==> src/cfnp_pkg.sv <==
// ----------------------------------------------------------------------------
// cfnp_pkg
// shared widths, action codes and defaults for the purge fifo
// ----------------------------------------------------------------------------
`default_nettype none

package cfnp_pkg;

    localparam int DATA_W        = 32;
    localparam int ACT_W         = 2;
    localparam int DEFAULT_DEPTH = 8;

    // action codes carried by each input beat
    localparam logic [ACT_W-1:0] ACT_ENQ   = 2'd0;
    localparam logic [ACT_W-1:0] ACT_DEQ   = 2'd1;
    localparam logic [ACT_W-1:0] ACT_PURGE = 2'd2;

endpackage

`default_nettype wire

==> src/cfnp_ram.sv <==
// ----------------------------------------------------------------------------
// cfnp_ram
// simple dual port ram, one write and one registered read per cycle
// ----------------------------------------------------------------------------
`default_nettype none

module cfnp_ram #(
    parameter int WIDTH = cfnp_pkg::DATA_W,
    parameter int DEPTH = cfnp_pkg::DEFAULT_DEPTH
) (
    input  wire logic                     i_clk,
    input  wire logic                     i_wr_en,
    input  wire logic [$clog2(DEPTH)-1:0] i_wr_addr,
    input  wire logic [WIDTH-1:0]         i_wr_data,
    input  wire logic                     i_rd_en,
    input  wire logic [$clog2(DEPTH)-1:0] i_rd_addr,
    output logic      [WIDTH-1:0]         o_rd_data
);

    logic [WIDTH-1:0] r_mem [DEPTH];

    always_ff @(posedge i_clk) begin
        if (i_wr_en) begin
            r_mem[i_wr_addr] <= i_wr_data;
        end
        if (i_rd_en) begin
            o_rd_data <= r_mem[i_rd_addr];
        end
    end

endmodule

`default_nettype wire

==> src/circular_fifo_with_negative_purge_core.sv <==
// ----------------------------------------------------------------------------
// circular_fifo_with_negative_purge_core
// ring buffer fifo of signed words with enqueue, dequeue and negative purge
// ----------------------------------------------------------------------------
//
//  channel  direction  handshake                 payload
//  -------  ---------  ------------------------  -------------------------------
//  in       sink       i_in_valid / o_in_stall   i_action, i_data_in
//  out      source     o_out_valid / i_out_stall o_data_out, o_data_valid,
//                                                o_rejected, o_is_empty, o_is_full
//
//  one beat at a time: enqueue and idle codes pass the exec and result
//  states, dequeue adds a state for the registered ram read when a word
//  is read, none on an empty ring, purge walks every occupied entry in the
//  purge state over the entry ram with one read and one write port per cycle
//  reset is synchronous, active low; clears pointers, count and control only
//  a result waiting on a stalled output blocks the next input beat: the input
//  stays stalled until the result moves into the output register
//
`default_nettype none

module circular_fifo_with_negative_purge_core #(
    parameter int DEPTH = cfnp_pkg::DEFAULT_DEPTH
) (
    input  wire logic                               i_clk,
    input  wire logic                               i_rst_n,
    // input channel
    input  wire logic                               i_in_valid,
    output logic                                    o_in_stall,
    input  wire logic [cfnp_pkg::ACT_W-1:0]         i_action,
    input  wire logic signed [cfnp_pkg::DATA_W-1:0] i_data_in,
    // output channel
    output logic                                    o_out_valid,
    input  wire logic                               i_out_stall,
    output logic signed [cfnp_pkg::DATA_W-1:0]      o_data_out,
    output logic                                    o_data_valid,
    output logic                                    o_rejected,
    output logic                                    o_is_empty,
    output logic                                    o_is_full
);

    localparam int DW = cfnp_pkg::DATA_W;
    localparam int AW = $clog2(DEPTH);      // ram index width
    localparam int CW = $clog2(DEPTH + 1);  // occupancy width, holds DEPTH itself

    localparam logic [AW:0]   DEPTH_X = (AW+1)'(DEPTH);
    localparam logic [CW-1:0] DEPTH_C = CW'(DEPTH);
    localparam logic [CW-1:0] ONE_C   = CW'(1);

    // sequencer states
    localparam logic [2:0] S_IDLE   = 3'd0;
    localparam logic [2:0] S_EXEC   = 3'd1;
    localparam logic [2:0] S_DEQ_RD = 3'd2;
    localparam logic [2:0] S_PURGE  = 3'd3;
    localparam logic [2:0] S_RES    = 3'd4;

    // modular add of two ring indices, operands always below DEPTH
    function automatic logic [AW-1:0] f_wrap(input logic [AW-1:0] a, input logic [AW-1:0] b);
        logic [AW:0] s;
        s = {1'b0, a} + {1'b0, b};
        if (s >= DEPTH_X) begin
            s = s - DEPTH_X;
        end
        return s[AW-1:0];
    endfunction

    // control state
    logic [2:0]    r_state, n_state;
    logic [AW-1:0] r_head,  n_head;
    logic [CW-1:0] r_occ,   n_occ;
    logic          r_out_valid, n_out_valid;

    // captured beat and walk counters
    logic [cfnp_pkg::ACT_W-1:0] r_act,  n_act;
    logic [DW-1:0]              r_data, n_data;
    logic [AW-1:0]              r_k,    n_k;     // entry being examined in purge
    logic [CW-1:0]              r_kept, n_kept;  // survivors packed so far

    // pending result
    logic [DW-1:0] r_res_data, n_res_data;
    logic          r_res_dv,   n_res_dv;
    logic          r_res_rej,  n_res_rej;

    // output register
    logic [DW-1:0] r_out_data,  n_out_data;
    logic          r_out_dv,    n_out_dv;
    logic          r_out_rej,   n_out_rej;
    logic          r_out_empty, n_out_empty;
    logic          r_out_full,  n_out_full;

    // ram ports
    logic          ram_wr_en;
    logic [AW-1:0] ram_wr_addr;
    logic [DW-1:0] ram_wr_data;
    logic          ram_rd_en;
    logic [AW-1:0] ram_rd_addr;
    logic [DW-1:0] ram_rd_data;

    logic in_acc;
    logic out_free;
    logic word_neg;
    logic walk_last;

    assign o_in_stall = (r_state != S_IDLE);
    assign in_acc     = i_in_valid && (r_state == S_IDLE);
    // output slot empty, or its beat leaves at this edge
    assign out_free   = !r_out_valid || !i_out_stall;

    assign word_neg  = ram_rd_data[DW-1];
    assign walk_last = ((CW'(r_k) + ONE_C) == r_occ);

    always_comb begin
        n_state     = r_state;
        n_head      = r_head;
        n_occ       = r_occ;
        n_act       = r_act;
        n_data      = r_data;
        n_k         = r_k;
        n_kept      = r_kept;
        n_res_data  = r_res_data;
        n_res_dv    = r_res_dv;
        n_res_rej   = r_res_rej;
        n_out_valid = r_out_valid;
        n_out_data  = r_out_data;
        n_out_dv    = r_out_dv;
        n_out_rej   = r_out_rej;
        n_out_empty = r_out_empty;
        n_out_full  = r_out_full;

        ram_wr_en   = 1'b0;
        ram_wr_addr = f_wrap(r_head, r_kept[AW-1:0]);
        ram_wr_data = ram_rd_data;
        ram_rd_en   = 1'b0;
        ram_rd_addr = r_head;

        // downstream took the beat
        if (r_out_valid && !i_out_stall) begin
            n_out_valid = 1'b0;
        end

        case (r_state)
            S_IDLE: begin
                if (in_acc) begin
                    n_act   = i_action;
                    n_data  = i_data_in;
                    n_state = S_EXEC;
                end
            end

            S_EXEC: begin
                n_res_data = '0;
                n_res_dv   = 1'b0;
                n_res_rej  = 1'b0;
                n_state    = S_RES;
                case (r_act)
                    cfnp_pkg::ACT_ENQ: begin
                        if (r_occ == DEPTH_C) begin
                            n_res_rej = 1'b1;
                        end else begin
                            // tail slot sits occupancy entries past the head
                            ram_wr_en   = 1'b1;
                            ram_wr_addr = f_wrap(r_head, r_occ[AW-1:0]);
                            ram_wr_data = r_data;
                            n_occ       = r_occ + ONE_C;
                        end
                    end
                    cfnp_pkg::ACT_DEQ: begin
                        if (r_occ != '0) begin
                            ram_rd_en = 1'b1;
                            n_state   = S_DEQ_RD;
                        end
                    end
                    cfnp_pkg::ACT_PURGE: begin
                        if (r_occ != '0) begin
                            // start the walk at the head, survivors repack from there
                            ram_rd_en = 1'b1;
                            n_k       = '0;
                            n_kept    = '0;
                            n_state   = S_PURGE;
                        end
                    end
                    default: begin
                        // unused code, status only
                    end
                endcase
            end

            S_DEQ_RD: begin
                n_res_data = ram_rd_data;
                n_res_dv   = 1'b1;
                n_occ      = r_occ - ONE_C;
                if (r_occ == ONE_C) begin
                    n_head = '0;
                end else begin
                    n_head = f_wrap(r_head, AW'(1));
                end
                n_state = S_RES;
            end

            S_PURGE: begin
                // read data holds entry r_k; keep it if the sign bit is clear
                if (!word_neg) begin
                    ram_wr_en = 1'b1;
                    n_kept    = r_kept + ONE_C;
                end
                if (walk_last) begin
                    n_occ = n_kept;
                    if (n_kept == '0) begin
                        n_head = '0;
                    end
                    n_state = S_RES;
                end else begin
                    // next read runs ahead of every pending write slot
                    ram_rd_en   = 1'b1;
                    ram_rd_addr = f_wrap(r_head, r_k + AW'(1));
                    n_k         = r_k + AW'(1);
                end
            end

            S_RES: begin
                if (out_free) begin
                    n_out_valid = 1'b1;
                    n_out_data  = r_res_data;
                    n_out_dv    = r_res_dv;
                    n_out_rej   = r_res_rej;
                    n_out_empty = (r_occ == '0);
                    n_out_full  = (r_occ == DEPTH_C);
                    n_state     = S_IDLE;
                end
            end

            default: begin
                n_state = S_IDLE;
            end
        endcase
    end

    always_ff @(posedge i_clk) begin
        if (!i_rst_n) begin
            r_state     <= S_IDLE;
            r_head      <= '0;
            r_occ       <= '0;
            r_out_valid <= 1'b0;
        end else begin
            r_state     <= n_state;
            r_head      <= n_head;
            r_occ       <= n_occ;
            r_out_valid <= n_out_valid;
        end
    end

    // payload, no reset needed
    always_ff @(posedge i_clk) begin
        r_act       <= n_act;
        r_data      <= n_data;
        r_k         <= n_k;
        r_kept      <= n_kept;
        r_res_data  <= n_res_data;
        r_res_dv    <= n_res_dv;
        r_res_rej   <= n_res_rej;
        r_out_data  <= n_out_data;
        r_out_dv    <= n_out_dv;
        r_out_rej   <= n_out_rej;
        r_out_empty <= n_out_empty;
        r_out_full  <= n_out_full;
    end

    cfnp_ram #(
        .WIDTH (DW),
        .DEPTH (DEPTH)
    ) u_entries (
        .i_clk     (i_clk),
        .i_wr_en   (ram_wr_en),
        .i_wr_addr (ram_wr_addr),
        .i_wr_data (ram_wr_data),
        .i_rd_en   (ram_rd_en),
        .i_rd_addr (ram_rd_addr),
        .o_rd_data (ram_rd_data)
    );

    assign o_out_valid  = r_out_valid;
    assign o_data_out   = r_out_data;
    assign o_data_valid = r_out_dv;
    assign o_rejected   = r_out_rej;
    assign o_is_empty   = r_out_empty;
    assign o_is_full    = r_out_full;

`ifndef SYNTHESIS
    // occupancy never passes the ring size
    a_occ_bound: assert property (@(posedge i_clk) disable iff (!i_rst_n)
        r_occ <= DEPTH_C)
        else $error("occupancy above depth");

    // an empty ring always has its head back at slot zero
    a_empty_head: assert property (@(posedge i_clk) disable iff (!i_rst_n)
        (r_state == S_IDLE && r_occ == '0) |-> (r_head == '0))
        else $error("empty ring with head off zero");

    // packing never overtakes the walk
    a_kept_behind: assert property (@(posedge i_clk) disable iff (!i_rst_n)
        (r_state == S_PURGE) |-> (r_kept <= CW'(r_k)))
        else $error("purge write ahead of read");

    // a dequeued word and a full-queue reject never share a beat
    a_dv_rej: assert property (@(posedge i_clk) disable iff (!i_rst_n)
        o_out_valid |-> !(o_data_valid && o_rejected))
        else $error("valid data and reject together");
`endif

endmodule

`default_nettype wire

==> config.mk <==
export PLATFORM = sky130hd
export DESIGN_NAME = circular_fifo_with_negative_purge_core
export DESIGN_NICKNAME = d
export VERILOG_FILES = /design/src/cfnp_pkg.sv /design/src/cfnp_ram.sv /design/src/circular_fifo_with_negative_purge_core.sv
export SDC_FILE = /design/constraint.sdc
export NUM_CORES = 1
export LEC_CHECK = 0
export BUFFER_PORTS_ARGS = -buffer_cell sky130_fd_sc_hd__buf_2
export CAP_MARGIN = 20
export CORE_MARGIN = 2
export CORE_UTILIZATION = 45
export DETAILED_ROUTE_END_ITERATION = 8
export HOLD_SLACK_MARGIN = 0.08
export PLACE_DENSITY = 0.7
export RECOVER_POWER = 50
export SLEW_MARGIN = 10
export SYNTH_ARGS = -nofsm -noshare
export SYNTH_HDL_FRONTEND = slang
export SYNTH_SLANG_ARGS = --single-unit
==> constraint.sdc <==
create_clock -name i_clk -period 4.54 [get_ports i_clk]
set_input_delay 1.362 -clock i_clk [delete_from_list [all_inputs] [get_ports i_clk]]
set_output_delay 1.362 -clock i_clk [all_outputs]
set_load 0.005 [all_outputs]
# Word-level counts from Yosys, hierarchy flattened
# Memories as Yosys holds them, arrays and structs flattened. A register that Yosys moved wholly into a read port is not among the register bits.
# Cells that the tools add are included.
# word_totals
regBits,122
ram_bits,256
input_bits,38
out_inout_bits,38
elab_cells,127
mem_count,1
# mem_list
memory,words,word_bits,read_ports,rd_clocked_by_memory_dff,write_ports,line_no,text
u_entries.r_mem,8,32,1,1,1,cfnp_ram.sv:20,logic [WIDTH-1:0] r_mem [DEPTH];
# classes
addsub,13
n_lt_le_gt_ge,4
n_eq_ne,18
muxes,52
n_reduce_logical,23
# op_table
operator,n
2-to-1 mux 32 bit,3
one-hot mux 32 bit (2 select lines),1
2-to-1 mux 3 bit,20
2-to-1 mux 4 bit,7
one-hot mux 3 bit (2 select lines),3
>= comparator 4 bit (second input constant),4
!= test 2 bit (second input constant),8
one-hot mux 3 bit (5 select lines),1
adder 3 x 3 -> 4 bit,3
2-to-1 mux 1 bit,12
one-hot mux 4 bit (3 select lines),1
subtractor 3 x 1 -> 3 bit (second input constant),4
AND reduction 3 bit,3
adder 3 x 1 -> 4 bit (second input constant),2
adder 4 x 1 -> 4 bit (second input constant),2
logical NOT 4 bit,2
one-hot mux 4 bit (2 select lines),1
AND reduction 4 bit,2
equality test 3 x 2 -> 1 bit (second input constant),2
one-hot mux 1 bit (2 select lines),3
nonzero test 2 bit,3
nonzero test 3 bit,2
equality test 4 x 1 -> 1 bit (second input constant),1
equality test 4 bit,1
16 further kinds,19

# Longest topological paths before layout
# Gate-level depths: netlist of run 1.
# logic_depth
ltp_word,7
mapped_depth,9
depth_no_buf,8

# By module
# From an unflattened synthesis of run 1, not the netlist that was laid out.
# unflattened
hier_cells,778
hier_area_um2,16129.2
# modules_own_cells
module,instances,cells_per_inst,area_per_inst_um2
cfnp_ram,1,415,10786.6
circular_fifo_with_negative_purge_core,1,363,5342.6

# Worst setup path after synthesis of run 1
# Ideal clock, no wire load.
# synth_timing
path_type,register to register
start,register r_occ[0]
end,memory u_entries.r_mem[0][0] in the netlist's numbering (enable)
setup_time_ns,0.461
t_arrival_ns,3.852
t_required_ns,4.079
path_slack_ns,0.227
stages_incl_launch_ff,8
period_less_slack_ns,4.313
cell_sequence,dfxtp_1 inv_1 ha_1 nand3b_1 nand3_1 mux2i_1 xor2_1 nor3_1
# synth_between
elab_chain_len,6
elab_cells_between_ends,13
cone_classes,2 x add/sub; 1 x order compare; 1 x eq/ne; 9 x mux
# synth_rtl
item,line_no,text
"start, declared",circular_fifo_with_negative_purge_core.sv:70,"logic [CW-1:0] r_occ, n_occ;"
"start signal, assigned",circular_fifo_with_negative_purge_core.sv:247,r_occ <= n_occ;
adder 3 x 3 -> 4 bit or equality test 4 bit (tied branches),"circular_fifo_with_negative_purge_core.sv:60, circular_fifo_with_negative_purge_core.sv:157",
">= comparator 4 bit, or another cell as far along",circular_fifo_with_negative_purge_core.sv:61,if (s >= DEPTH_X) begin
2-to-1 mux 3 bit or 2-to-1 mux 1 bit (tied branches),"circular_fifo_with_negative_purge_core.sv:61, circular_fifo_with_negative_purge_core.sv:155",
2-to-1 mux 3 bit or one-hot mux 1 bit (2 select lines) (tied branches),"circular_fifo_with_negative_purge_core.sv:157, circular_fifo_with_negative_purge_core.sv:141",
2-to-1 mux 3 bit or 2-to-1 mux 1 bit (tied branches),"circular_fifo_with_negative_purge_core.sv:155, cfnp_ram.sv:23",
2-to-1 mux 3 bit or 2-to-1 mux 1 bit (tied branches),"circular_fifo_with_negative_purge_core.sv:141, cfnp_ram.sv:24",
"end, declared",cfnp_ram.sv:20,
# Several ways; a longest one is shown, not always the timed one.

# Worst setup path in the final report of run 1
# layout_timing
start,register r_occ[0]
end,memory u_entries.r_mem[6][12] in the netlist's numbering (enable)
# The elaborated chain is that of the path after synthesis.

==> results of run 1 <==
==> synth_stat cells (2+ instances only) <==
master / n / area share
sky130_fd_sc_hd__edfxtp_1: 399 / 0.75
sky130_fd_sc_hd__mux2_2: 64 / 0.045
sky130_fd_sc_hd__mux4_1: 55 / 0.090
sky130_fd_sc_hd__and3_1: 34 / 0.013
sky130_fd_sc_hd__nor2_1: 24 / 0.0056
sky130_fd_sc_hd__clkbuf_1: 19 / 0.0044
sky130_fd_sc_hd__a21oi_1: 17 / 0.0053
sky130_fd_sc_hd__inv_1: 15 / 0.0035
sky130_fd_sc_hd__o21ai_0: 13 / 0.0041
sky130_fd_sc_hd__ha_1: 12 / 0.0093
sky130_fd_sc_hd__dfxtp_1: 11 / 0.014
sky130_fd_sc_hd__nand2_1: 11 / 0.0026
sky130_fd_sc_hd__mux4_2: 9 / 0.013
sky130_fd_sc_hd__buf_2: 7 / 0.0022
sky130_fd_sc_hd__xnor2_1: 7 / 0.0038
sky130_fd_sc_hd__nand2b_1: 6 / 0.0023
sky130_fd_sc_hd__nor3_1: 6 / 0.0019
sky130_fd_sc_hd__xor2_1: 6 / 0.0033
sky130_fd_sc_hd__buf_6: 5 / 0.0035
sky130_fd_sc_hd__mux2i_1: 5 / 0.0031
sky130_fd_sc_hd__and2_1: 4 / 0.0016
sky130_fd_sc_hd__nand3_1: 4 / 0.0012
sky130_fd_sc_hd__fa_1: 3 / 0.0037
sky130_fd_sc_hd__nand3b_1: 3 / 0.0014
sky130_fd_sc_hd__nor2b_1: 3 / 0.0012
sky130_fd_sc_hd__a211oi_1: 2 / 0.00093
sky130_fd_sc_hd__o211ai_1: 2 / 0.00093
sky130_fd_sc_hd__o22ai_1: 2 / 0.00078
==> power by group through the flow <==
| stage | clock [mW] | sequential (mW) | combinational (mW) |
|---|---|---|---|
| 2_1_floorplan | 0 | 4.35 | 0.129 |
| 3_3_place_gp | 0 | 4.36 | 0.229 |
| 3_5_place_dp | 0 | 4.36 | 0.236 |
| 4_1_cts | 3.33 | 4.28 | 0.237 |
| 5_1_grt | 3.49 | 4.29 | 0.250 |
| 6_report | 3.26 | 4.28 | 0.224 |
==> area by class of cell <==
type	count	share of cell area
sequential	410	0.666
multi-input combinational	310	0.202
clock buffer	53	0.0608
tap	461	0.0315
timing repair buffer	94	0.0269
clock inverter	18	0.00956
inverter	16	0.00328
==> cell families after synthesis <==
kind of cell	count (synthesis)	share of synthesized area
fa+ha+maj	15	0.0131
simple gates	101	0.0337
compound gates	48	0.0193
flops	410	0.760
xor+xnor	13	0.00709
mux	133	0.151
buf+inv	50	0.0164
==> how the worst min path moves through the flow <==
| stage | cells past startpoint | from | end |
|---|---|---|---|
| detailed placement | 0 | r_res_data[2]$_SDFFCE_PN0P_ | o_data_out[2]$_DFFE_PP_ |
| CTS | 0 | r_res_data[24]$_SDFFCE_PN0P_ | o_data_out[24]$_DFFE_PP_ |
| global route | 0 | r_res_data[29]$_SDFFCE_PN0P_ | o_data_out[29]$_DFFE_PP_ |
| finish | 0 | r_res_data[24]$_SDFFCE_PN0P_ | o_data_out[24]$_DFFE_PP_ |
| floorplan | 0 | r_res_data[0]$_SDFFCE_PN0P_ | o_data_out[0]$_DFFE_PP_ |
| global placement | 0 | r_res_data[21]$_SDFFCE_PN0P_ | o_data_out[21]$_DFFE_PP_ |
==> stage by stage <==
stage               worst slack (ns)  std cells  hold WS [ns]  area [sq um]
global placement                1.05       1290         0.402         17100
floorplan                      0.227        770         0.400         16100
global route                   0.780       1362         0.419         18300
finish                         0.990       1362         0.414         18300
detailed placement             0.995       1290         0.406         17100
CTS                            0.985       1361         0.418         18400
==> worst register-to-register path: stages, from the launching register on <==
cell                       delay, ns
sky130_fd_sc_hd__dfxtp_1        0.54
sky130_fd_sc_hd__inv_1          0.14
sky130_fd_sc_hd__ha_1           0.27
sky130_fd_sc_hd__nand3b_1       0.15
sky130_fd_sc_hd__nand3_1        0.45
sky130_fd_sc_hd__buf_4          0.50
sky130_fd_sc_hd__o32a_1         0.31
sky130_fd_sc_hd__nand2b_1       0.20
sky130_fd_sc_hd__nor2_2         0.11
sky130_fd_sc_hd__buf_4          0.50
==> layer usage <==
layer | global-route usage | routed length [um] | vias up | share of wire
li1 | - | - | 3363 | -
met1 | 0.231 | 13400 | 3901 | 0.44
met2 | 0.275 | 14800 | 190 | 0.49
met3 | 0.0302 | 1530 | 51 | 0.050
met4 | 0.0472 | 686 | 0 | 0.023
met5 | 0 | 0 | - | 0
==> state kept, by name, summed over array words and instances (netlist names) <==
register / cells
o_rejected: 1
r_k: 3
o_data_out: 32
o_is_full: 1
r_kept: 4
r_occ: 4
r_head: 3
r_res_data: 32
r_res_dv: 1
u_entries.r_mem: 256
r_res_rej: 1
r_act: 2
o_data_valid: 1
o_out_valid: 1
r_state: 3
u_entries.o_rd_data: 32
o_is_empty: 1
r_data: 32
==> summary.md, run 1 <==
| Metric | Value |
|---|---|
| Static Leak | `6.22 nW` |
| Switching power | `1.55 mW` |
| Commonest register cell after synthesis | `sky130_fd_sc_hd__edfxtp_1` |
| Area growth from synthesis to layout | `14.1%` |
| Number of H-tree levels | `2` |
| Number of buffers and inverters on the critical path | `3` |
| Worst reg2reg endpoint | `u_entries.r_mem[6][12]$_DFFE_PP_` |
| Effective utilization at floorplan | `0.454` |
| Number of maximum-capacitance violations | `1` |
| Top cell by count, worst path | `sky130_fd_sc_hd__buf_4` |
| Worst setup path class | `register to register` |
| Worst setup EP type | `register` |
| Critical path, cell by cell | `inv_1, ha_1, nand3b_1, nand3_1, buf_4, o32a_1, nand2b_1, nor2_2, buf_4` |
| Syn Inst Count | `770` |
| Number of gates resized after CTS | `0` |
| Overall die area | `0.0372 sq mm` |
| Most frequent cells in the layout | `sky130_fd_sc_hd__edfxtp_1, sky130_fd_sc_hd__mux4_1, sky130_fd_sc_hd__clkbuf_1, sky130_fd_sc_hd__buf_2, sky130_fd_sc_hd__clkbuf_16` |
| Number of cells on the critical path | `9` |
| Critical Path Sink | `u_entries.r_mem[6][12]$_DFFE_PP_` |
| Measured slew at the worst slew-check pin | `2.19 ns` |
| Number of antenna cells inserted | `0` |
| Mean instance size in the synthesized netlist | `20.9 sq um` |
| Largest voltage drop on the vdd net | `0.000273 V` |
| Cell at the root of the clock tree | `sky130_fd_sc_hd__clkbuf_16` |
| Post-Syn Nets | `823` |
| CTS Sinks | `410` |
| Required time at the worst-slack endpoint | `4.70 ns` |
| Detailed-route wire length | `30,500 um` |
| Remaining global-route overflow | `0` |
| RSZ-0062 raised after global routing | `false` |
| Violated checks | `max-capacitance violations, max-slew violations` |
| Fin Setup TNS | `0 ns` |
| Register bit total from synthesis | `410` |
| Syn. warnings | `0` |
| First-pass GRT wire length | `45,600 um` |
| Max Freq | `282 MHz` |
| Pin count of the biggest net entering global routing | `65` |
| Proportion of synthesized chip area in sequential cells | `0.760` |
| Count of port buffers added during placement | `75` |
| Max-slew headroom at the worst pin | `-0.460` |
| Gate family responsible for the most delay along the worst path | `buffers and inverters` |
| Routed Antenna Nets | `0` |
| Remaining design rule violation count | `0` |
| DR vias/cell | `5.51` |
| Total number of vias | `7,505` |
| Total routing usage reported by global routing | `0.167` |
| Boundary pin count | `76` |
| Worst clock skew on the final layout | `0.0179 ns` |
| Storage cell area | `0.0122 sq mm` |
| Area of the multi-input gates | `0.00370 sq mm` |
| Final clock period utilization by the worst path | `0.782` |
| Minimum period implied by the final worst setup slack | `3.55 ns` |
| Pins over their slew limit | `34` |
| Switch share | `0.199` |
| Average routed wire per standard cell | `22.4 um` |
| Hold buffers post-CTS | `0` |
| Status | `finished with violations` |
| Post-synth EDFFs | `399` |
| Beginning of the critical path | `r_occ[0]$_SDFFE_PN0P_` |
| Worst R2R Start | `r_occ[0]$_SDFFE_PN0P_` |
| Final core utilization | `0.517` |
| Worst skew pair latency | `0.54 ns` |
| Critical path's slowest cell | `sky130_fd_sc_hd__dfxtp_1` |
| Portion of total power attributed to combinational logic | `0.029` |
| Worst setup SP type | `register` |
| Distinct cell type count of the synthesized netlist | `50` |
| Arrival time at the worst endpoint | `3.71 ns` |
| Path category of the worst min-delay check | `register to register` |
| Final total power | `7.76 mW` |
| Number of buffers created by CTS | `42` |
| Commonest non-fill, non-tap cell in the layout | `sky130_fd_sc_hd__edfxtp_1` |
| Number of endpoints failing setup at the final stage | `0` |
| Fraction of synthesis flops using an asynchronous set or reset pin | `0` |
| Maximum count of clock buffers along a single path | `3` |
| Slowest stage delay, CP | `0.54 ns` |
| Final Hold Viols | `0` |
| Routability congestion estimate from global placement | `0.807` |
| Fraction of layout instances using a drive strength above 1 | `0.204` |
| Post-CTS setup-driven buffer insertion count | `0` |
| Floorplan die height | `193 um` |
| Die width | `193 um` |
| Reg-to-reg setup timing slack | `0.99 ns` |
| Critical path fanouts, max | `32` |
| Combined area of all synthesized cells | `0.0161 sq mm` |
| Share of power burned in the clock network | `0.419` |
| Power per cell area | `424 mW/mm^2` |
| Clock transition at path regs | `0.06 ns` |
| Internal Dissipation | `6.22 mW` |
| DR iter-0 viols | `530` |
| Number of detailed-route iterations in the first pass | `5` |
| CTS tree | `built` |
| Worst-case reg-to-reg path depth | `9` |
| Core Footprint | `0.0354 sq mm` |
| Share of total power in sequential cells | `0.552` |
| Number of standard-cell rows in the floorplan | `69` |
| Vias in the first global route | `7,552` |
| Net count of the finished layout | `927` |
| Filler cell count in the final layout | `2,819` |
| Initial antenna violation count | `0` |
| DP Wirelength | `16,100 um` |
Note: power is estimated with default switching activity, not from simulation.
==> inputs of run 2 (changes only) <==
--- a/config.mk
+++ b/config.mk
@@ -5,13 +5,14 @@
 export SDC_FILE = /design/constraint.sdc
 export NUM_CORES = 1
 export LEC_CHECK = 0
+export ABC_AREA = 1
 export BUFFER_PORTS_ARGS = -buffer_cell sky130_fd_sc_hd__buf_2
 export CAP_MARGIN = 20
 export CORE_MARGIN = 2
 export CORE_UTILIZATION = 45
 export DETAILED_ROUTE_END_ITERATION = 8
 export HOLD_SLACK_MARGIN = 0.08
-export PLACE_DENSITY = 0.7
+export PLACE_DENSITY = 0.67
 export RECOVER_POWER = 50
 export SLEW_MARGIN = 10
 export SYNTH_ARGS = -nofsm -noshare
==> constraint.sdc (replaced) <==
create_clock -name i_clk -period 3.7 [get_ports i_clk]
set_input_delay 1.11 -clock i_clk [delete_from_list [all_inputs] [get_ports i_clk]]
set_output_delay 1.11 -clock i_clk [all_outputs]
set_load 0.005 [all_outputs]
==> run 2 against run 1 <==
  * Critical endpoint is now u_entries.o_rd_data[11]$_DFFE_PP_
  * Worst hold slack improved by 0.0045 ns
  * Clock power increased by 35%
  * Maximum frequency up 9.6%
  * The run still ends with max-capacitance violations, max-slew violations left
  * Cell count is 65% higher
  * Design area is 10% higher
  * Combinational power grew 56%
==> summary.md, run 2 <==
| Metric | Value |
|---|---|
| Status | `finished with violations (unchanged)` |
| Violated checks | `max-capacitance violations, max-slew violations (unchanged)` |
| Worst setup path class | `register to register (unchanged)` |
| CTS tree | `built (unchanged)` |
| Clock transition at path regs | `0.06 ns (about the same)` |
| Required time at the worst-slack endpoint | `3.99 ns (was 4.70 ns)` |
| Number of antenna cells inserted | `0 (unchanged)` |
| Max Freq | `309 MHz (was 282 MHz)` |
| Hold buffers post-CTS | `0 (unchanged)` |
| Slowest stage delay, CP | `0.71 ns (was 0.54 ns)` |
| Post-synthesis xor/xnor area fraction | `0.00496 (was 0.00709)` |
| Pin count of the biggest net entering global routing | `97 (was 65)` |
| Post-Synth Adder-Cell Area | `0.0119 (was 0.0131)` |
| Worst clock skew on the final layout | `0.0145 ns (was 0.0179 ns)` |
| Number of standard-cell rows in the floorplan | `72 (was 69)` |
| Remaining design rule violation count | `0 (unchanged)` |
| Syn Inst Count | `1,619 (was 770)` |
| Pins over their slew limit | `44 (was 34)` |
| Most flop-heavy register | `u_entries.r_mem (unchanged)` |
| Remaining global-route overflow | `0 (unchanged)` |
| Largest family of logic cells by synthesized area | `simple AND/OR/NAND/NOR gates (was multiplexers)` |
| Switching power | `2.03 mW (was 1.55 mW)` |
| First-pass GRT wire length | `63,200 um (was 45,600 um)` |
| Worst skew pair latency | `0.55 ns (was 0.54 ns)` |
| Measured slew at the worst slew-check pin | `2.33 ns (was 2.19 ns)` |
| Static Leak | `8.52 nW (was 6.22 nW)` |
| Fin Setup TNS | `0 ns (unchanged)` |
| Die width | `202 um (was 193 um)` |
| Worst setup slack after placement | `0.559 ns (was 0.995 ns)` |
| Number of H-tree levels | `2 (unchanged)` |
| Area growth from synthesis to layout | `14.5% (was 14.1%)` |
| RSZ-0062 raised after global routing | `false (unchanged)` |
| Routed Antenna Nets | `0 (unchanged)` |
| Post-CTS setup-driven buffer insertion count | `0 (unchanged)` |
| Syn. warnings | `0 (unchanged)` |
| Number of maximum-capacitance violations | `2 (was 1)` |
| Library cell occupying the most area in the post-synthesis netlist | `sky130_fd_sc_hd__edfxtp_1 (unchanged)` |
| Total routing usage reported by global routing | `0.200 (was 0.167)` |
| Floorplan die height | `202 um (was 193 um)` |
| Flip-flop count of the largest register, all copies and words added | `256 (unchanged)` |
| DR iter-0 viols | `869 (was 530)` |
| Commonest register cell after synthesis | `sky130_fd_sc_hd__edfxtp_1 (unchanged)` |
| Number of endpoints failing setup at the final stage | `0 (unchanged)` |
| Cell types occupying the most area after synthesis | `sky130_fd_sc_hd__edfxtp_1, sky130_fd_sc_hd__nand3_1, sky130_fd_sc_hd__nand2_1, sky130_fd_sc_hd__inv_1, sky130_fd_sc_hd__o21ai_0 (was sky130_fd_sc_hd__edfxtp_1, sky130_fd_sc_hd__mux4_1, sky130_fd_sc_hd__mux2_2, sky130_fd_sc_hd__dfxtp_1, sky130_fd_sc_hd__and3_1)` |
| Count of port buffers added during placement | `75 (unchanged)` |
| Number of buffers created by CTS | `43 (was 42)` |
| Critical path's slowest cell | `sky130_fd_sc_hd__buf_4 (was sky130_fd_sc_hd__dfxtp_1)` |
| Top cell type's share of synthesized area | `0.679 (was 0.746)` |
| Proportion of synthesized chip area in sequential cells | `0.692 (was 0.760)` |
| Post-synth EDFFs | `399 (unchanged)` |
| Portion of total power attributed to combinational logic | `0.035 (was 0.029)` |
| Mux cell area share after synthesis | `0 (was 0.151)` |
| CTS Sinks | `410 (unchanged)` |
| Average routed wire per standard cell | `18.2 um (was 22.4 um)` |
| Final setup slack of the worst path | `0.460 ns (was 0.990 ns)` |
| Path category of the worst min-delay check | `register to register (unchanged)` |
| Most common cell in the netlist | `sky130_fd_sc_hd__edfxtp_1 (unchanged)` |
| Combined area of all synthesized cells | `0.0176 sq mm (was 0.0161 sq mm)` |
| Final clock period utilization by the worst path | `0.876 (was 0.782)` |
| Most numerous cell types in the synthesized netlist | `sky130_fd_sc_hd__edfxtp_1, sky130_fd_sc_hd__nand2_1, sky130_fd_sc_hd__inv_1 (was sky130_fd_sc_hd__edfxtp_1, sky130_fd_sc_hd__mux2_2, sky130_fd_sc_hd__mux4_1)` |
| Fraction of synthesis flops using an asynchronous set or reset pin | `0 (unchanged)` |
| Maximum count of clock buffers along a single path | `3 (unchanged)` |
| Net count of the finished layout | `1,752 (was 927)` |
| Most frequent cells in the layout | `sky130_fd_sc_hd__edfxtp_1, sky130_fd_sc_hd__nand2_1, sky130_fd_sc_hd__inv_1 (was sky130_fd_sc_hd__edfxtp_1, sky130_fd_sc_hd__mux4_1, sky130_fd_sc_hd__clkbuf_1, sky130_fd_sc_hd__buf_2, sky130_fd_sc_hd__clkbuf_16)` |
| Share of total power in sequential cells | `0.525 (was 0.552)` |
| Commonest non-fill, non-tap cell in the layout | `sky130_fd_sc_hd__edfxtp_1 (unchanged)` |
| Arrival time at the worst endpoint | `3.53 ns (was 3.71 ns)` |
| Mean instance size in the synthesized netlist | `10.9 sq um (was 20.9 sq um)` |
| Max-slew headroom at the worst pin | `-0.560 (was -0.460)` |
| Effective utilization at floorplan | `0.457 (was 0.454)` |
| Share of power burned in the clock network | `0.440 (was 0.419)` |
| Fraction of layout instances using a drive strength above 1 | `0.105 (was 0.204)` |
| Top cell by count, worst path | `sky130_fd_sc_hd__nand2_1 (was sky130_fd_sc_hd__buf_4)` |
| Distinct cell type count of the synthesized netlist | `35 (was 50)` |
| Initial antenna violation count | `0 (unchanged)` |
| Internal Dissipation | `8.00 mW (was 6.22 mW)` |
| Core Footprint | `0.0386 sq mm (was 0.0354 sq mm)` |
| Register bit total from synthesis | `410 (unchanged)` |
| Minimum period implied by the final worst setup slack | `3.24 ns (was 3.55 ns)` |
| DP Wirelength | `21,800 um (was 16,100 um)` |
| Compound-gate portion of the synthesized area | `0.0208 (was 0.0193)` |
| Critical path fanouts, max | `64 (was 32)` |
| Total number of vias | `11,600 (was 7,505)` |
| Cell at the root of the clock tree | `sky130_fd_sc_hd__clkbuf_16 (unchanged)` |
| Detailed-route wire length | `40,800 um (was 30,500 um)` |
| Vias in the first global route | `11,400 (was 7,552)` |
| Routability congestion estimate from global placement | `0.841 (was 0.807)` |
| Overall die area | `0.0408 sq mm (was 0.0372 sq mm)` |
| Worst setup SP type | `register (unchanged)` |
| Number of gates resized after CTS | `0 (unchanged)` |
| Largest voltage drop on the vdd net | `0.000251 V (was 0.000273 V)` |
| Post-Syn Nets | `1,672 (was 823)` |
| Switch share | `0.202 (was 0.199)` |
| Boundary pin count | `76 (unchanged)` |
| Number of detailed-route iterations in the first pass | `5 (unchanged)` |
| Critical path, cell by cell | `ha_1, inv_1, nand2_1, nand2_1, nor2_1, nand3_2, nand2_1, nand2_2, buf_4, nand3_1, nand3_1, nand2_1, nand2_1, nand2_1 (was inv_1, ha_1, nand3b_1, nand3_1, buf_4, o32a_1, nand2b_1, nor2_2, buf_4)` |
| Area share of and/or/nand/nor cells after synthesis | `0.179 (was 0.0337)` |
| DR vias/cell | `5.16 (was 5.51)` |
| Power per cell area | `496 mW/mm^2 (was 424 mW/mm^2)` |
| Final Hold Viols | `0 (unchanged)` |
| Worst setup EP type | `register (unchanged)` |
[run 2: metal layers]
layer / wire [um] / part of all wire / up-vias / GRT usage
met4: 1220 / 0.030 / 0 / 0.0848
met3: 2860 / 0.070 / 92 / 0.0319
met1: 17100 / 0.42 / 5592 / 0.264
met5: 0 / 0 / - / 0
met2: 19600 / 0.48 / 439 / 0.330
li1: - / - / 5471 / -
[run 2: final timing paths]
kind | to | startpoint | slack [ns] | depth (start not counted)
worst max-delay path | u_entries.o_rd_data[11]$_DFFE_PP_ | r_k[0]$_SDFFCE_PP0P_ | 0.46 | 14
worst min-delay path | o_data_out[17]$_DFFE_PP_ | r_res_data[17]$_SDFFCE_PN0P_ | 0.42 | 0
worst max register to register | u_entries.o_rd_data[11]$_DFFE_PP_ | r_k[0]$_SDFFCE_PP0P_ | 0.46 | 14
worst min register to register | o_data_out[17]$_DFFE_PP_ | r_res_data[17]$_SDFFCE_PN0P_ | 0.42 | 0
[run 2: power by group through the flow]
| stage | clock (mW) | combinational, mW | sequential, mW |
|---|---|---|---|
| after floorplan | 0 | 0.195 | 5.35 |
| after global placement | 0 | 0.351 | 5.36 |
| after detailed placement | 0 | 0.360 | 5.36 |
| after CTS | 4.47 | 0.363 | 5.26 |
| after global routing | 4.65 | 0.388 | 5.27 |
| final | 4.41 | 0.349 | 5.26 |
[run 2: cell type report]
class | instances | area (sq um)
clock inverters | 25 | 325
flip-flops and latches | 410 | 12200
fillers | 3246 | 18400
multi-input cells | 806 | 3910
repair buffers | 110 | 788
clock buffers | 50 | 1100
well taps | 518 | 648
inverters | 328 | 1230
[run 2: worst max-delay path: cells and delay by family (launching register included)]
family	cells	cell delay, ns
and+or+nand+nor	11	1.24
buffers and inverters	2	0.82
DFF	1	0.48
adders and majority gates	1	0.40
[run 2: kinds of logic after synthesis]
group,Yosys count
compound gates,68
xor+xnor,10
fa+ha+maj,15
buf+inv,403
flops,410
simple gates,713
[run 2: through the flow]
stage	cell area (sq um)	utilization	instances	hold slack, ns	power (mW)
final	20200	0.523	2247	0.418	10.0
after floorplan	17600	-	1619	0.400	5.55
after global placement	18800	0.487	2171	0.401	5.71
after CTS	20300	0.524	2246	0.417	10.1
after global routing	20200	0.523	2247	0.425	10.3
after detailed placement	18800	0.487	2171	0.405	5.72
==> inputs of run 3 (changes only) <==
--- a/config.mk
+++ b/config.mk
@@ -8,6 +8,7 @@
 export ABC_AREA = 1
 export BUFFER_PORTS_ARGS = -buffer_cell sky130_fd_sc_hd__buf_2
 export CAP_MARGIN = 20
+export CORE_ASPECT_RATIO = 0.9
 export CORE_MARGIN = 2
 export CORE_UTILIZATION = 45
 export DETAILED_ROUTE_END_ITERATION = 8
==> run 3 against run 2 <==
  * The run still ends with max-capacitance violations, max-slew violations left
  * Critical path type unchanged
  * Total power is 5.4% lower
  * Die area about the same
  * Global-route usage is 0.42 points lower
  * Clock skew decreased by 0.0013 ns
  * First-iteration DRC count up 5.4%
  * Highest routed layer unchanged
==> summary.md, run 3 (synthesis gave the netlist of run 2 again) <==
| Metric | Value |
|---|---|
| Critical path's slowest cell | `sky130_fd_sc_hd__o21ai_1 (was sky130_fd_sc_hd__buf_4)` |
| DP Wirelength | `22,700 um (was 21,800 um)` |
| Worst setup EP type | `register (unchanged)` |
| Critical path, cell by cell | `inv_1, nor2_1, inv_1, o21ai_1, buf_4 (was ha_1, inv_1, nand2_1, nand2_1, nor2_1, nand3_2, nand2_1, nand2_2, buf_4, nand3_1, nand3_1, nand2_1, nand2_1, nand2_1)` |
| DR vias/cell | `5.10 (was 5.16)` |
| DR iter-0 viols | `916 (was 869)` |
| Measured slew at the worst slew-check pin | `2.11 ns (was 2.33 ns)` |
| Violated checks | `max-capacitance violations, max-slew violations (unchanged)` |
| Power per cell area | `475 mW/mm^2 (was 496 mW/mm^2)` |
| Net count of the finished layout | `1,757 (was 1,752)` |
| Portion of total power attributed to combinational logic | `0.036 (was 0.035)` |
| Final clock period utilization by the worst path | `0.875 (was 0.876)` |
| Top cell by count, worst path | `sky130_fd_sc_hd__inv_1 (was sky130_fd_sc_hd__nand2_1)` |
| Final core utilization | `0.518 (was 0.523)` |
| Detailed-route wire length | `39,400 um (was 40,800 um)` |
| Number of endpoints failing setup at the final stage | `0 (unchanged)` |
| Critical path fanouts, max | `19 (was 64)` |
| Pin count of the biggest net entering global routing | `97 (unchanged)` |
| Post-CTS setup-driven buffer insertion count | `0 (unchanged)` |
| Status | `finished with violations (unchanged)` |
| Final Hold Viols | `0 (unchanged)` |
| Worst clock skew on the final layout | `0.0132 ns (was 0.0145 ns)` |
| Number of buffers created by CTS | `42 (was 43)` |
| First-pass GRT wire length | `61,900 um (was 63,200 um)` |
| Initial antenna violation count | `0 (unchanged)` |
| Minimum period implied by the final worst setup slack | `3.24 ns (about the same)` |
| Number of standard-cell rows in the floorplan | `68 (was 72)` |
| Boundary pin count | `76 (unchanged)` |
| Switching power | `1.97 mW (was 2.03 mW)` |
| Filler cell count in the final layout | `3,256 (was 3,246)` |
| Number of maximum-capacitance violations | `3 (was 2)` |
| Required time at the worst-slack endpoint | `3.92 ns (was 3.99 ns)` |
| Number of detailed-route iterations in the first pass | `5 (unchanged)` |
| Fin Setup TNS | `0 ns (unchanged)` |
| Slowest stage delay, CP | `1.57 ns (was 0.71 ns)` |
| Max-slew headroom at the worst pin | `-0.409 (was -0.560)` |
| Pins over their slew limit | `74 (was 44)` |
| Fraction of layout instances using a drive strength above 1 | `0.0945 (was 0.105)` |
| Effective utilization at floorplan | `0.458 (was 0.457)` |
| CTS tree | `built (unchanged)` |
| RSZ-0062 raised after global routing | `false (unchanged)` |
| Vias in the first global route | `11,500 (was 11,400)` |
| Internal Dissipation | `7.51 mW (was 8.00 mW)` |
| Remaining design rule violation count | `0 (unchanged)` |
| Number of antenna cells inserted | `0 (unchanged)` |
| Share of total power in sequential cells | `0.555 (was 0.525)` |
| Die width | `213 um (was 202 um)` |
| Core Footprint | `0.0385 sq mm (was 0.0386 sq mm)` |
| Area growth from synthesis to layout | `13.1% (was 14.5%)` |
| CTS Sinks | `410 (unchanged)` |
| Most frequent cells in the layout | `sky130_fd_sc_hd__edfxtp_1, sky130_fd_sc_hd__nand2_1, sky130_fd_sc_hd__inv_1 (unchanged)` |
| Floorplan die height | `192 um (was 202 um)` |
| Overall die area | `0.0408 sq mm (about the same)` |
| Max Freq | `309 MHz (about the same)` |
| Remaining global-route overflow | `0 (unchanged)` |
| Number of gates resized after CTS | `0 (unchanged)` |
| Average routed wire per standard cell | `17.4 um (was 18.2 um)` |
| Routability congestion estimate from global placement | `0.813 (was 0.841)` |
| Cell at the root of the clock tree | `sky130_fd_sc_hd__clkbuf_16 (unchanged)` |
| Share of power burned in the clock network | `0.409 (was 0.440)` |
| Total number of vias | `11,500 (was 11,600)` |
| Maximum count of clock buffers along a single path | `3 (unchanged)` |
| Worst setup SP type | `register (unchanged)` |
| Clock transition at path regs | `0.06 ns (about the same)` |
| Number of H-tree levels | `2 (unchanged)` |
| Worst skew pair latency | `0.54 ns (was 0.55 ns)` |
| Largest voltage drop on the vdd net | `0.000339 V (was 0.000251 V)` |
| Count of port buffers added during placement | `75 (unchanged)` |
| Final total power | `9.48 mW (was 10.0 mW)` |
| Static Leak | `8.40 nW (was 8.52 nW)` |
| Worst setup path class | `register to register (unchanged)` |
| Path category of the worst min-delay check | `register to register (unchanged)` |
| Total routing usage reported by global routing | `0.196 (was 0.200)` |
| Commonest non-fill, non-tap cell in the layout | `sky130_fd_sc_hd__edfxtp_1 (unchanged)` |
| Most flop-heavy register | `u_entries.r_mem (unchanged)` |
| Hold buffers post-CTS | `0 (unchanged)` |
| Arrival time at the worst endpoint | `3.45 ns (was 3.53 ns)` |
| Routed Antenna Nets | `0 (unchanged)` |
| Flip-flop count of the largest register, all copies and words added | `256 (unchanged)` |
| Switch share | `0.208 (was 0.202)` |
## run 3: cell types whose count changed in the layout (fill, tap and decap cells not counted), moves of 2 or more
cell | before | now
sky130_fd_sc_hd__clkinv_2 | 6 | 8
sky130_fd_sc_hd__bufinv_16 | 8 | 1
sky130_fd_sc_hd__buf_4 | 11 | 20
sky130_fd_sc_hd__buf_12 | 14 | 8
sky130_fd_sc_hd__buf_2 | 62 | 49
sky130_fd_sc_hd__clkbuf_1 | 25 | 47
## run 3: layout make-up
cell class	instances	area (sq um)	area share
tap	525	657	0.0329
clock inverter	20	120	0.00602
multi-input combinational	806	3900	0.195
clock buffer	55	1120	0.0562
timing repair buffer	116	729	0.0365
inverter	328	1230	0.0617
sequential	410	12200	0.611
## run 3: final timing paths
| kind | from | to | slack (ns) | cells after the start |
|---|---|---|---|---|
| setup / recovery | r_state[0]$_SDFFE_PN0P_ | r_res_data[10]$_SDFFCE_PN0P_ | 0.46 | 5 |
| hold reg to reg | r_res_data[23]$_SDFFCE_PN0P_ | o_data_out[23]$_DFFE_PP_ | 0.42 | 0 |
| setup reg to reg | r_state[0]$_SDFFE_PN0P_ | r_res_data[10]$_SDFFCE_PN0P_ | 0.46 | 5 |
| hold / removal | r_res_data[23]$_SDFFCE_PN0P_ | o_data_out[23]$_DFFE_PP_ | 0.42 | 0 |
## run 3: layer usage
metal  track usage  vias to the layer above  share of wire
li1              -                     5481              -
met5             0                        -              0
met2         0.333                      425           0.48
met4        0.0729                        0          0.026
met1         0.254                     5551           0.42
met3        0.0311                       75          0.070
## run 3: critical path, delay by kind of cell, from the launching register on
kind,cells,cell delay [ns]
buffers and inverters,3,0.77
and+or+nand+nor,1,0.24
AOI/OAI and AO/OA,1,1.57
DFF,1,0.33
## run 3: power groups by stage
stage               Clock (mW)  Combinational [mW]  Sequential, mW
floorplan                    0               0.195            5.35
global placement             0               0.351            5.35
CTS                       3.95               0.362            5.26
global route              4.13               0.385            5.27
detailed placement           0               0.360            5.36
finish                    3.88               0.344            5.26
## run 3: metrics by stage
step	hold slack, ns	cell area, sq um	instances	setup WS [ns]
finish	0.417	20000	2260	0.463
global route	0.426	20000	2260	0.220
CTS	0.418	20000	2259	0.643
detailed placement	0.405	18800	2184	0.664
global placement	0.402	18800	2184	0.702
floorplan	0.400	17600	1619	0.300
